File: config.mk
export PLATFORM = sky130hd
export DESIGN_NAME = pointer_hit_test_router_unit_flat
export DESIGN_NICKNAME = d
export VERILOG_FILES = /design/src/hw/rtl/phtr_pkg.sv /design/src/hw/rtl/phtr_if.sv /design/src/hw/rtl/phtr_queue.sv /design/src/hw/rtl/phtr_engine.sv /design/src/hw/rtl/pointer_hit_test_router_unit.sv /design/src/flat_wrapper.sv
export SDC_FILE = /design/constraint.sdc
export NUM_CORES = 2
export LEC_CHECK = 0
export BUFFER_PORTS_ARGS = -buffer_cell sky130_fd_sc_hd__buf_2
export CAP_MARGIN = 5
export CELL_PAD_IN_SITES_DETAIL_PLACEMENT = 0
export CELL_PAD_IN_SITES_GLOBAL_PLACEMENT = 2
export CORE_ASPECT_RATIO = 0.75
export CORE_MARGIN = 1.5
export CORE_UTILIZATION = 45
export DETAILED_ROUTE_END_ITERATION = 6
export PLACE_DENSITY = 0.86
export RECOVER_POWER = 50
export SYNTH_ARGS = -nofsm -noshare
export SYNTH_HDL_FRONTEND = slang
export SYNTH_SLANG_ARGS = --single-unit
File: constraint.sdc
create_clock -name clk -period 9.1 [get_ports clk]
set_input_delay 0.91 -clock clk [delete_from_list [all_inputs] [get_ports clk]]
set_output_delay 0.91 -clock clk [all_outputs]
set_load 0.02 [all_outputs]
File: src/hw/rtl/phtr_pkg.sv
`timescale 1ns / 1ps
`default_nettype none
package phtr_pkg;
    localparam int MAX_TARGETS = 16;
    localparam int COORD_BITS = 16;
    localparam int ID_BITS = 8;
    localparam int IDX_BITS = $clog2(MAX_TARGETS);
    localparam int CNT_BITS = $clog2(MAX_TARGETS + 1);

    localparam logic [1:0] REQ_ADD = 2'd0;
    localparam logic [1:0] REQ_REMOVE = 2'd1;
    localparam logic [1:0] REQ_POINTER = 2'd2;

    localparam logic [1:0] EV_DOWN = 2'd0;
    localparam logic [1:0] EV_MOVE = 2'd1;
    localparam logic [1:0] EV_UP = 2'd2;
    localparam logic [1:0] EV_CANCEL = 2'd3;

    typedef struct packed {
        logic [1:0] req_type;
        logic [1:0] event_kind;
        logic [COORD_BITS-1:0] pointer_x;
        logic [COORD_BITS-1:0] pointer_y;
        logic [ID_BITS-1:0] obj_id;
        logic [COORD_BITS-1:0] rect_left;
        logic [COORD_BITS-1:0] rect_top;
        logic [COORD_BITS-1:0] rect_width;
        logic [COORD_BITS-1:0] rect_height;
        logic signed [15:0] stack_order;
    } req_t;

    typedef struct packed {
        logic [ID_BITS-1:0] routed_id;
        logic routed_valid;
        logic capture_active;
        logic [ID_BITS-1:0] capture_id;
        logic [4:0] entry_count;
        logic [31:0] events_seen;
        logic table_full;
    } rsp_t;
endpackage
`default_nettype wire

File: src/hw/rtl/phtr_if.sv
`timescale 1ns / 1ps
`default_nettype none
interface phtr_req_if;
    logic valid;
    logic ready;
    phtr_pkg::req_t payload;
    modport source (output valid, output payload, input ready);
    modport sink (input valid, input payload, output ready);
endinterface

interface phtr_rsp_if;
    logic valid;
    logic ready;
    phtr_pkg::rsp_t payload;
    modport source (output valid, output payload, input ready);
    modport sink (input valid, input payload, output ready);
endinterface
`default_nettype wire

File: src/hw/rtl/phtr_queue.sv
`timescale 1ns / 1ps
`default_nettype none
module phtr_queue (
    input wire logic clk,
    input wire logic rst_n,
    input wire logic push,
    input wire phtr_pkg::req_t push_data,
    output logic full,
    input wire logic pop,
    output phtr_pkg::req_t pop_data,
    output logic empty
);
    phtr_pkg::req_t mem_reg [2];
    logic wp_reg, rp_reg;
    logic [1:0] cnt_reg;

    assign full = (cnt_reg == 2'd2);
    assign empty = (cnt_reg == 2'd0);
    assign pop_data = mem_reg[rp_reg];

    always_ff @(posedge clk)
    begin
        if (push && !full)
        begin
            mem_reg[wp_reg] <= push_data;
        end
    end

    always_ff @(posedge clk or negedge rst_n)
    begin
        if (!rst_n)
        begin
            wp_reg <= 1'b0;
            rp_reg <= 1'b0;
            cnt_reg <= 2'd0;
        end
        else
        begin
            if (push && !full)
            begin
                wp_reg <= ~wp_reg;
            end
            if (pop && !empty)
            begin
                rp_reg <= ~rp_reg;
            end
            cnt_reg <= cnt_reg + 2'(push && !full) - 2'(pop && !empty);
        end
    end
endmodule
`default_nettype wire

File: src/hw/rtl/phtr_engine.sv
`timescale 1ns / 1ps
`default_nettype none
module phtr_engine (
    input wire logic clk,
    input wire logic rst_n,
    input wire logic start,
    input wire phtr_pkg::req_t req,
    output logic busy,
    output logic done,
    output phtr_pkg::rsp_t rsp
);
    localparam logic [1:0] ST_IDLE = 2'd0;
    localparam logic [1:0] ST_SCAN = 2'd1;
    localparam logic [1:0] ST_DONE = 2'd2;
    localparam int CB = phtr_pkg::COORD_BITS;
    localparam int IB = phtr_pkg::ID_BITS;
    localparam int XB = phtr_pkg::IDX_BITS;
    localparam int NB = phtr_pkg::CNT_BITS;

    logic [IB-1:0] ids_reg [phtr_pkg::MAX_TARGETS];
    logic [CB-1:0] left_reg [phtr_pkg::MAX_TARGETS];
    logic [CB-1:0] top_reg [phtr_pkg::MAX_TARGETS];
    logic [CB-1:0] wid_reg [phtr_pkg::MAX_TARGETS];
    logic [CB-1:0] hgt_reg [phtr_pkg::MAX_TARGETS];
    logic signed [15:0] ord_reg [phtr_pkg::MAX_TARGETS];

    logic [1:0] state_reg;
    phtr_pkg::req_t cur_reg;
    logic [NB-1:0] fill_reg;
    logic [NB-1:0] rd_reg;
    logic [NB-1:0] wr_reg;
    logic cap_reg;
    logic [IB-1:0] owner_reg;
    logic [31:0] events_reg;
    logic best_ok_reg;
    logic signed [15:0] best_ord_reg;
    logic [IB-1:0] best_id_reg;
    logic [IB-1:0] routed_reg;
    logic valid_reg;
    logic full_reg;

    logic [XB-1:0] ri;
    logic [XB-1:0] wi;
    logic hit;

    assign ri = rd_reg[XB-1:0];
    assign wi = wr_reg[XB-1:0];
    assign hit = (cur_reg.pointer_x >= left_reg[ri])
        && ({1'b0, cur_reg.pointer_x} <= {1'b0, left_reg[ri]} + {1'b0, wid_reg[ri]})
        && (cur_reg.pointer_y >= top_reg[ri])
        && ({1'b0, cur_reg.pointer_y} <= {1'b0, top_reg[ri]} + {1'b0, hgt_reg[ri]});

    assign busy = (state_reg != ST_IDLE);
    assign done = (state_reg == ST_DONE);
    assign rsp.routed_id = routed_reg;
    assign rsp.routed_valid = valid_reg;
    assign rsp.capture_active = cap_reg;
    assign rsp.capture_id = cap_reg ? owner_reg : '0;
    assign rsp.entry_count = 5'(fill_reg);
    assign rsp.events_seen = events_reg;
    assign rsp.table_full = full_reg;

    // Table writes: appends at the fill level, compaction copies read slot to write slot.
    always_ff @(posedge clk)
    begin
        if (state_reg == ST_IDLE && start && req.req_type == phtr_pkg::REQ_ADD
            && fill_reg < NB'(phtr_pkg::MAX_TARGETS))
        begin
            ids_reg[fill_reg[XB-1:0]] <= req.obj_id;
            left_reg[fill_reg[XB-1:0]] <= req.rect_left;
            top_reg[fill_reg[XB-1:0]] <= req.rect_top;
            wid_reg[fill_reg[XB-1:0]] <= req.rect_width;
            hgt_reg[fill_reg[XB-1:0]] <= req.rect_height;
            ord_reg[fill_reg[XB-1:0]] <= req.stack_order;
        end
        else if (state_reg == ST_SCAN && cur_reg.req_type == phtr_pkg::REQ_REMOVE
                 && rd_reg < fill_reg && ids_reg[ri] != cur_reg.obj_id)
        begin
            ids_reg[wi] <= ids_reg[ri];
            left_reg[wi] <= left_reg[ri];
            top_reg[wi] <= top_reg[ri];
            wid_reg[wi] <= wid_reg[ri];
            hgt_reg[wi] <= hgt_reg[ri];
            ord_reg[wi] <= ord_reg[ri];
        end
    end

    always_ff @(posedge clk)
    begin
        if (state_reg == ST_IDLE && start)
        begin
            cur_reg <= req;
        end
    end

    always_ff @(posedge clk or negedge rst_n)
    begin
        if (!rst_n)
        begin
            state_reg <= ST_IDLE;
            fill_reg <= '0;
            rd_reg <= '0;
            wr_reg <= '0;
            cap_reg <= 1'b0;
            owner_reg <= '0;
            events_reg <= '0;
            best_ok_reg <= 1'b0;
            best_ord_reg <= '0;
            best_id_reg <= '0;
            routed_reg <= '0;
            valid_reg <= 1'b0;
            full_reg <= 1'b0;
        end
        else
        begin
            case (state_reg)
                ST_IDLE:
                begin
                    if (start)
                    begin
                        routed_reg <= '0;
                        valid_reg <= 1'b0;
                        full_reg <= 1'b0;
                        rd_reg <= '0;
                        wr_reg <= '0;
                        best_ok_reg <= 1'b0;
                        state_reg <= ST_DONE;
                        case (req.req_type)
                            phtr_pkg::REQ_ADD:
                            begin
                                if (fill_reg < NB'(phtr_pkg::MAX_TARGETS))
                                begin
                                    fill_reg <= fill_reg + 1'b1;
                                end
                                else
                                begin
                                    full_reg <= 1'b1;
                                end
                            end
                            phtr_pkg::REQ_REMOVE:
                            begin
                                state_reg <= ST_SCAN;
                            end
                            phtr_pkg::REQ_POINTER:
                            begin
                                events_reg <= events_reg + 32'd1;
                                if (req.event_kind == phtr_pkg::EV_CANCEL
                                    || cap_reg)
                                begin
                                    routed_reg <= cap_reg ? owner_reg : '0;
                                    valid_reg <= cap_reg;
                                    if (req.event_kind == phtr_pkg::EV_CANCEL
                                        || req.event_kind == phtr_pkg::EV_UP)
                                    begin
                                        cap_reg <= 1'b0;
                                        owner_reg <= '0;
                                    end
                                end
                                else
                                begin
                                    state_reg <= ST_SCAN;
                                end
                            end
                            default:
                            begin
                            end
                        endcase
                    end
                end
                ST_SCAN:
                begin
                    if (rd_reg < fill_reg)
                    begin
                        rd_reg <= rd_reg + 1'b1;
                        if (cur_reg.req_type == phtr_pkg::REQ_REMOVE)
                        begin
                            if (ids_reg[ri] != cur_reg.obj_id)
                            begin
                                wr_reg <= wr_reg + 1'b1;
                            end
                        end
                        else if (hit && (!best_ok_reg || ord_reg[ri] > best_ord_reg))
                        begin
                            best_ok_reg <= 1'b1;
                            best_ord_reg <= ord_reg[ri];
                            best_id_reg <= ids_reg[ri];
                        end
                    end
                    else
                    begin
                        state_reg <= ST_DONE;
                        if (cur_reg.req_type == phtr_pkg::REQ_REMOVE)
                        begin
                            fill_reg <= wr_reg;
                        end
                        else if (best_ok_reg)
                        begin
                            routed_reg <= best_id_reg;
                            valid_reg <= 1'b1;
                            if (cur_reg.event_kind == phtr_pkg::EV_DOWN)
                            begin
                                cap_reg <= 1'b1;
                                owner_reg <= best_id_reg;
                            end
                        end
                    end
                end
                ST_DONE:
                begin
                    state_reg <= ST_IDLE;
                end
                default:
                begin
                    state_reg <= ST_IDLE;
                end
            endcase
        end
    end
endmodule
`default_nettype wire

File: src/hw/rtl/pointer_hit_test_router_unit.sv
`timescale 1ns / 1ps
`default_nettype none
// Channel  | Modport | Carries
// req_in   | sink    | req_type, event_kind, pointer, target id, rectangle, order
// rsp_out  | source  | routed id and valid, capture state, count, events, full flag
//
// Adds, cancels and captured events pass through the engine's idle and done states, then
// the result is held in the output register.
// Hit tests and removals walk the table one entry a cycle in the scan state before done.
// A two-item queue in front of the engine takes requests while the engine works.
// Reset clears the count, capture and event counter; table contents are left as they are.
// The engine holds its result in an output register and waits while rsp_out is stalled.
module pointer_hit_test_router_unit (
    input wire logic clk,
    input wire logic rst_n,
    phtr_req_if.sink req_in,
    phtr_rsp_if.source rsp_out
);
    phtr_pkg::req_t q_data;
    phtr_pkg::rsp_t eng_rsp;
    logic q_full, q_empty, eng_busy, eng_done, start;
    logic out_valid_reg;
    phtr_pkg::rsp_t out_reg;

    assign req_in.ready = !q_full;
    // The engine may start only when the output register is free for its result.
    assign start = !q_empty && !eng_busy && !out_valid_reg;

    phtr_queue u_queue (
        .clk(clk),
        .rst_n(rst_n),
        .push(req_in.valid),
        .push_data(req_in.payload),
        .full(q_full),
        .pop(start),
        .pop_data(q_data),
        .empty(q_empty)
    );

    phtr_engine u_engine (
        .clk(clk),
        .rst_n(rst_n),
        .start(start),
        .req(q_data),
        .busy(eng_busy),
        .done(eng_done),
        .rsp(eng_rsp)
    );

    always_ff @(posedge clk)
    begin
        if (eng_done)
        begin
            out_reg <= eng_rsp;
        end
    end

    always_ff @(posedge clk or negedge rst_n)
    begin
        if (!rst_n)
        begin
            out_valid_reg <= 1'b0;
        end
        else if (eng_done)
        begin
            out_valid_reg <= 1'b1;
        end
        else if (rsp_out.ready)
        begin
            out_valid_reg <= 1'b0;
        end
    end

    assign rsp_out.valid = out_valid_reg;
    assign rsp_out.payload = out_reg;
endmodule
`default_nettype wire

File: src/flat_wrapper.sv
// flat-port wrapper written by rule: the top's interface ports become plain ports
module pointer_hit_test_router_unit_flat 
  (clk, rst_n, req_in_valid, req_in_payload, req_in_ready, rsp_out_valid, rsp_out_payload, rsp_out_ready);
  phtr_req_if req_in_i ();
  phtr_rsp_if rsp_out_i ();
  input wire logic clk;
  input wire logic rst_n;
  input wire logic [$bits(req_in_i.valid)-1:0] req_in_valid;
  input wire logic [$bits(req_in_i.payload)-1:0] req_in_payload;
  output wire logic [$bits(req_in_i.ready)-1:0] req_in_ready;
  output wire logic [$bits(rsp_out_i.valid)-1:0] rsp_out_valid;
  output wire logic [$bits(rsp_out_i.payload)-1:0] rsp_out_payload;
  input wire logic [$bits(rsp_out_i.ready)-1:0] rsp_out_ready;
  assign req_in_i.valid = req_in_valid;
  assign req_in_i.payload = req_in_payload;
  assign req_in_ready = req_in_i.ready;
  assign rsp_out_valid = rsp_out_i.valid;
  assign rsp_out_payload = rsp_out_i.payload;
  assign rsp_out_i.ready = rsp_out_ready;
  pointer_hit_test_router_unit u_core (.clk(clk), .rst_n(rst_n), .req_in(req_in_i), .rsp_out(rsp_out_i));
endmodule
* Word level (Yosys, flattened, before mapping)
Memory sizes are Yosys's and may differ from the RTL's.
Index checks and enable logic that the tools add are counted.
W data, S select, Z words.
** Operators by class
- Add/subtract/negate cells :: 8
- $lt $le $gt $ge :: 7
- Eq/ne operators :: 23
- Multiplexer cells :: 85
- Bitwise logic cells :: 3
- Reduce and logical (&&, ||, !) cells :: 45
** Operator list (count)
- $mux W8 :: 16
- $mux W16 :: 5
- $reduce_or A16 Y1 :: 5
- $mux W5 :: 10
- $mux W1 :: 35
- $add A16 B16 Y17 :: 2
- $le A16 B17 Y1 :: 2
- $add A32 B1 Y32 const B :: 1
- $ge A16 B16 Y1 :: 2
- $pmux W8 S2 :: 2
- $pmux W5 S2 :: 3
- $mux W4 :: 6
- $ne A2 B1 Y1 const B :: 10
- $gt A16 B16 Y1 :: 1
- $add A5 B1 Y5 const B :: 3
- $reduce_and A5 Y1 :: 3
- $logic_and A1 B1 Y1 :: 14
- $eq A2 B2 Y1 const B :: 5
- $reduce_and A9 Y1 :: 1
- $logic_not A2 Y1 :: 4
- $ne A2 B2 Y1 const B :: 4
- $ne A8 B8 Y1 :: 1
- $pmux W2 S2 :: 2
- $reduce_or A8 Y1 :: 1
- other kinds (15) :: 33
** Storage, ports and cells
- Flip-flop bits (word level) :: 198
- Memory bits (writable) :: 1656
- Input port bits :: 128
- Output and inout port bits :: 58
- Word-level logic and storage cells :: 207
- Memories kept :: 7
** Memory list
- u_core.u_engine.hgt_reg :: words 16, width 16, rd ports 1, clocked after Yosys merged registers in 0, write ports 1, line phtr_engine.sv:24 : logic [CB-1:0] hgt_reg [phtr_pkg::MAX_TARGETS];
- u_core.u_engine.left_reg :: words 16, width 16, rd ports 1, clocked after Yosys merged registers in 0, write ports 1, line phtr_engine.sv:21 : logic [CB-1:0] left_reg [phtr_pkg::MAX_TARGETS];
- u_core.u_engine.ord_reg :: words 16, width 16, rd ports 1, clocked after Yosys merged registers in 0, write ports 1, line phtr_engine.sv:25 : logic signed [15:0] ord_reg [phtr_pkg::MAX_TARGETS];
- u_core.u_engine.top_reg :: words 16, width 16, rd ports 1, clocked after Yosys merged registers in 0, write ports 1, line phtr_engine.sv:22 : logic [CB-1:0] top_reg [phtr_pkg::MAX_TARGETS];
- u_core.u_engine.wid_reg :: words 16, width 16, rd ports 1, clocked after Yosys merged registers in 0, write ports 1, line phtr_engine.sv:23 : logic [CB-1:0] wid_reg [phtr_pkg::MAX_TARGETS];
- u_core.u_queue.mem_reg :: words 2, width 124, rd ports 1, clocked after Yosys merged registers in 0, write ports 1, line phtr_queue.sv:13 : phtr_pkg::req_t mem_reg [2];
- +1 memories

* Longest topological paths before layout
- Word-level depth :: 11
- Mapped depth :: 29
- Depth with buffers taken out :: 22

* By module
Synthesis repeated with hierarchy kept, for this count alone.
** Unflattened totals
- Cells, all modules :: 3528
- Area total of the unflattened synthesis :: 74081.0 µm²
** Modules (own cells, without submodules)
- phtr_engine :: times used 1, cells each 3063, area each 63006.7 µm², seq. area each 45929.0 µm²
- phtr_queue :: times used 1, cells each 404, area each 9342.7 µm², seq. area each 7547.2 µm²
- pointer_hit_test_router_unit :: times used 1, cells each 61, area each 1731.7 µm², seq. area each 1706.6 µm²

* Worst setup path after synthesis
Ideal clock, no wire load.
- Path type :: register to register
- From :: reg u_core.u_queue.rp_reg
- To :: mem u_core.u_engine.hgt_reg[14][0] (netlist bit), enable pin
- Arrival time :: 9.128 ns
- Data required time :: 8.431 ns
- Slack :: -0.696 ns
- Stages on the path, launching flop included :: 9
- Path buffers :: 3
- Period minus slack after synthesis :: 9.796 ns
- Path through :: dfrtp_1 clkbuf_1 clkbuf_1 clkbuf_1 mux2i_1 ha_1 nand3_1 or3_1 o32ai_1
** On the way
- Word-level cells in the longest chain between the ends :: 8
** RTL lines
- start: declaration :: line phtr_queue.sv:14 : logic wp_reg, rp_reg;
- start signal: assignment :: line phtr_queue.sv:45 : rp_reg <= ~rp_reg;
- $mem_v2 Z2 W124 *
- $logic_not A2 Y1 * :: line phtr_engine.sv:66 : if (state_reg == ST_IDLE && start && req.req_type == phtr_pkg::REQ_ADD
- $logic_and A1 B1 Y1 * :: line phtr_engine.sv:66
- $logic_and A1 B1 Y1 * :: line phtr_engine.sv:67 : && fill_reg < NB'(phtr_pkg::MAX_TARGETS))
- $mux W1 :: line phtr_engine.sv:66
- $mux W1 (not written as such) :: line phtr_engine.sv:83 : hgt_reg[wi] <= hgt_reg[ri];
- $reduce_or A16 Y1 (no line)
- $mux W4 (no line) / $mux W1 (equally long branches)
- end: declaration :: line phtr_engine.sv:24
Every way passes the cells marked *; elsewhere a longest branch is shown, timed or not.

* Worst setup path in the final report
- From :: reg u_core.u_engine.rd_reg[1]
- To :: mem u_core.u_engine.ord_reg[1][12], enable pin
** On the way
- Word-level cells in the longest chain between the ends :: 8
** RTL lines
- start: declaration :: line phtr_engine.sv:30 : logic [NB-1:0] rd_reg;
- start signal: assignment :: line phtr_engine.sv:174 : rd_reg <= rd_reg + 1'b1;
- $mem_v2 Z16 W8 / $lt A5 B5 Y1 (equally long branches)
- $ne A8 B8 Y1 / $logic_and A1 B1 Y1 (equally long branches) :: line phtr_engine.sv:77 : && rd_reg < fill_reg && ids_reg[ri] != cur_reg.obj_id)
- $logic_and A1 B1 Y1 * :: line phtr_engine.sv:77
- $mux W1 * :: line phtr_engine.sv:76 : else if (state_reg == ST_SCAN && cur_reg.req_type == phtr_pkg::REQ_REMOVE
- $mux W1 * :: line phtr_engine.sv:66
- $mux W1 (not written as such) * :: line phtr_engine.sv:84 : ord_reg[wi] <= ord_reg[ri];
- $reduce_or A16 Y1 (no line)
- $mux W4 (no line) / $mux W1 (equally long branches)
- end: declaration :: line phtr_engine.sv:25
Marked as above.

==> metrics.yaml <==
synthesis:
  synthSimpleGateAreaFrac_pct: 2.18
  yosysSeqAreaShare_pct: 74.8
  synth_fa_ha_area_share_pct: 2.17
  synth_edf_count: 1756
  ys_ff_latch: 1854
  syn_avg_cell_area_um2: 20.6
  synthesis.nets: 3841
  yosys_warnings: 0
  synth-xor-area-share_pct: 0.866
  ys.flop_type: "edfxtp_1"
  synthesis.area_um2: 73800
  synthesis.instances: 3586
  synth_compound_area_share_pct: 2.74
  ys_types: 66
  synth_async_sr_flop_share_pct: 5.29
  synth_mux_area_share_pct: 15.8
  synth_top_family_by_area: "multiplexers"
sta:
  fin_crit_sh_pct: 86.3
  hold-worst-slack_ps: 294
  rsz0062_at_grt: "false"
  fmax_mhz: 127
  maxSlewHeadroom_pct: -188
  layout_setup_ws_ps: 1250
  tns_ps: 0
  slew_violations: 615
  setup-violations-final: 0
  worst_pin_slew_ps: 4320
  min_period_ps: 7850
  hold_violations: 0
  finClkSkew_ps: 33.9
critical_path:
  start_kind: "flip-flop"
  r2r_end: "u_core.u_engine.ord_reg[1][12]$_DFFE_PP_"
  cp.arrival_ps: 8240
  r2r_slack_ps: 1250
  r2r_cells: 12
  worstSetupPathType: "reg -> reg"
  crit_path_end_kind: "flip-flop"
  worst_ep_required_time_ps: 9490
  cp_max_fo: 103
  cp-startpoint: "u_core.u_engine.rd_reg[1]$_DFFE_PN0P_"
  timing.critical_path.to: "u_core.u_engine.ord_reg[1][12]$_DFFE_PP_"
  r2r_start: "u_core.u_engine.rd_reg[1]$_DFFE_PN0P_"
cells_and_area:
  layout_commonest_cell: "edfxtp_1"
  layout-drive-gt1-share_pct: 21.4
  final_area_um2: 83100
  final_cell_mix: "1,756 x edfxtp_1, 427 x mux4_2, 219 x clkbuf_1, 175 x clkbuf_16, 146 x nand2_1"
  nFillCells: 12712
  area_growth_pct: 12.6
  nets: 4167
die:
  die_area_um2: 166000
  io_pins: 186
  fp-row-count: 128
  core_um2: 163000
  die_w_um: 471
  fp.dieH_um: 354
  start_util_pct: 45.4
drt:
  drt_wl_total_mm: 167
  dr.pass1.iters: 5
  routedWlPerCell_um: 27.0
  ant_nets: 0
  dr.first_iter.drc_count: 3717
  vias_per_cell: 5.80
  vias: 35940
  remaining_drc_errors: 0
clocking:
  h-tree-depth: 4
  root_buffer: "clkbuf_16"
  cts_tree: "done"
  hold_buffers: 0
  cts_resized: 0
  clk-insertion-delay-late_ps: 810
  clkTransAtPathRegs_ps: 60
  clock_sinks: 1854
  cts_setup_buffers: 0
  clock_path_buffers: 3
  cts_made_buffers: 169
placed_design:
  hpwl_mm: 91.1
  placed_area_um2: 78200
  pre_cts_ws_ps: 1650
  portBuffers: 185
  gp_congestion: 0.809
global_route:
  busiest_layer: "met2"
  grt_max_degree: 127
  grt_remaining_overflow: 0
  grt_pass1_vias: 36555
  met3_usage_pct: 3.75
  grt_use_total_pct: 20.2
  antenna_found_initial: 4
  grt_pass1_wl_mm: 247
  met1_usage_pct: 28.6
  met2_usage_pct: 32.4
power:
  ir_drop_v: 0.000279
  powerDensity_nw_per_um2: 312
  leakagePower_nw: 26.6
  finalPower_mw: 25.9
min_path:
  holdCritPathClass: "in -> reg"
flow_run:
  maxCapViolCount: 15
outcome:
  violations: "capacitance limit, slew limit"
  outcome: "complete, but fails checks"
## synthesized netlist by cell type, types with 6 or more instances
| master | count | area [um2] |
|---|---|---|
| nand3_1 | 24 | 120 |
| buf_1 | 8 | 30.0 |
| and3_1 | 9 | 56.3 |
| a31oi_1 | 6 | 37.5 |
| xor2_1 | 32 | 280 |
| nor3_1 | 19 | 95.1 |
| nand2_1 | 146 | 548 |
| a211oi_1 | 9 | 67.6 |
| nand3b_1 | 6 | 45.0 |
| a21o_1 | 34 | 255 |
| nand4_1 | 22 | 138 |
| nand2b_1 | 16 | 100 |
| a22oi_1 | 14 | 105 |
| buf_4 | 8 | 60.1 |
| dfrtp_1 | 98 | 2450 |
| o21ai_0 | 118 | 591 |
| xnor2_1 | 41 | 359 |
| mux2i_1 | 120 | 1200 |
| nor2b_1 | 10 | 62.6 |
| a21oi_1 | 74 | 370 |
| clkbuf_1 | 83 | 312 |
| edfxtp_1 | 1756 | 52700 |
| inv_1 | 85 | 319 |
| a22o_1 | 9 | 78.8 |
| and2_1 | 11 | 68.8 |
| mux2_2 | 75 | 845 |
| buf_2 | 47 | 235 |
| buf_6 | 8 | 90.1 |
| ha_1 | 125 | 1560 |
| mux4_2 | 427 | 9620 |
| nor2_1 | 67 | 251 |
## worst min-delay path by stage
stage	startpoint	endpoint	slack [ps]	depth (start not counted)
global placement	u_core.u_engine.full_reg$_DFFE_PN0P_	u_core.rsp_out.payload[0]$_DFFE_PP_	430	0
finish	req_in_payload[64]	u_core.u_queue.mem_reg[1][64]$_DFFE_PP_	290	1
global route	req_in_payload[84]	u_core.u_queue.mem_reg[0][84]$_DFFE_PP_	240	1
CTS	rst_n	u_core.u_engine.events_reg[24]$_DFFE_PN0P_	100	1
detailed placement	u_core.u_engine.routed_reg[2]$_DFFE_PN0P_	u_core.rsp_out.payload[50]$_DFFE_PP_	440	0
floorplan	u_core.u_engine.fill_reg[3]$_DFFE_PN0P_	u_core.rsp_out.payload[36]$_DFFE_PP_	420	0
## through the flow
stage	util [%]	cells
finish	51.1	6195
global route	51.1	6195
CTS	51.4	6193
detailed placement	48.1	5886
global placement	48.1	5886
floorplan	-	3586
## critical path, cell delays in order, from the launching register on
cell       delay (ps)
dfrtp_4          1030
buf_12            590
clkbuf_1         1660
mux4_2            660
mux2i_1           280
xnor2_1           190
a21oi_1            70
nand3_1           120
a211oi_1          160
a2111oi_4         870
nand2_1           380
o32ai_1           390
clkbuf_1          950
## final cells by class
type / count / area, um2 / share of cell area, %
flip-flops and latches: 1854 / 55200 / 66.5
clock buffers: 216 / 4550 / 5.48
multi-input cells: 1491 / 17700 / 21.4
repair buffers: 311 / 1770 / 2.13
diodes: 2 / 5.00 / 0.00603
clock inverters: 91 / 795 / 0.956
inverters: 85 / 319 / 0.384
well taps: 2145 / 2680 / 3.23
## cells by family after synthesis
logic type               after synthesis
AO/OA/AOI/OAI                        320
multiplexers                         624
flip-flops                          1854
AND/OR/NAND/NOR                      347
adder cells (fa/ha/maj)              127
buffers and inverters                241
XOR/XNOR                              73
## report_power, final
group | internal, mW | leakage [nW] | switching [mW] | total [mW]
logic | 2.94 | 6.72 | 4.32 | 7.26
registers | 11.2 | 17.3 | 0.470 | 11.7
clock network | 3.88 | 2.59 | 3.07 | 6.95
## layer usage
metal,up-vias,share of wire (%)
met5,-,0
met4,0,2.2
met3,225,7.0
met2,1421,48
met1,18920,42
li1,15374,-
Note: power is estimated with default switching activity, not from simulation.
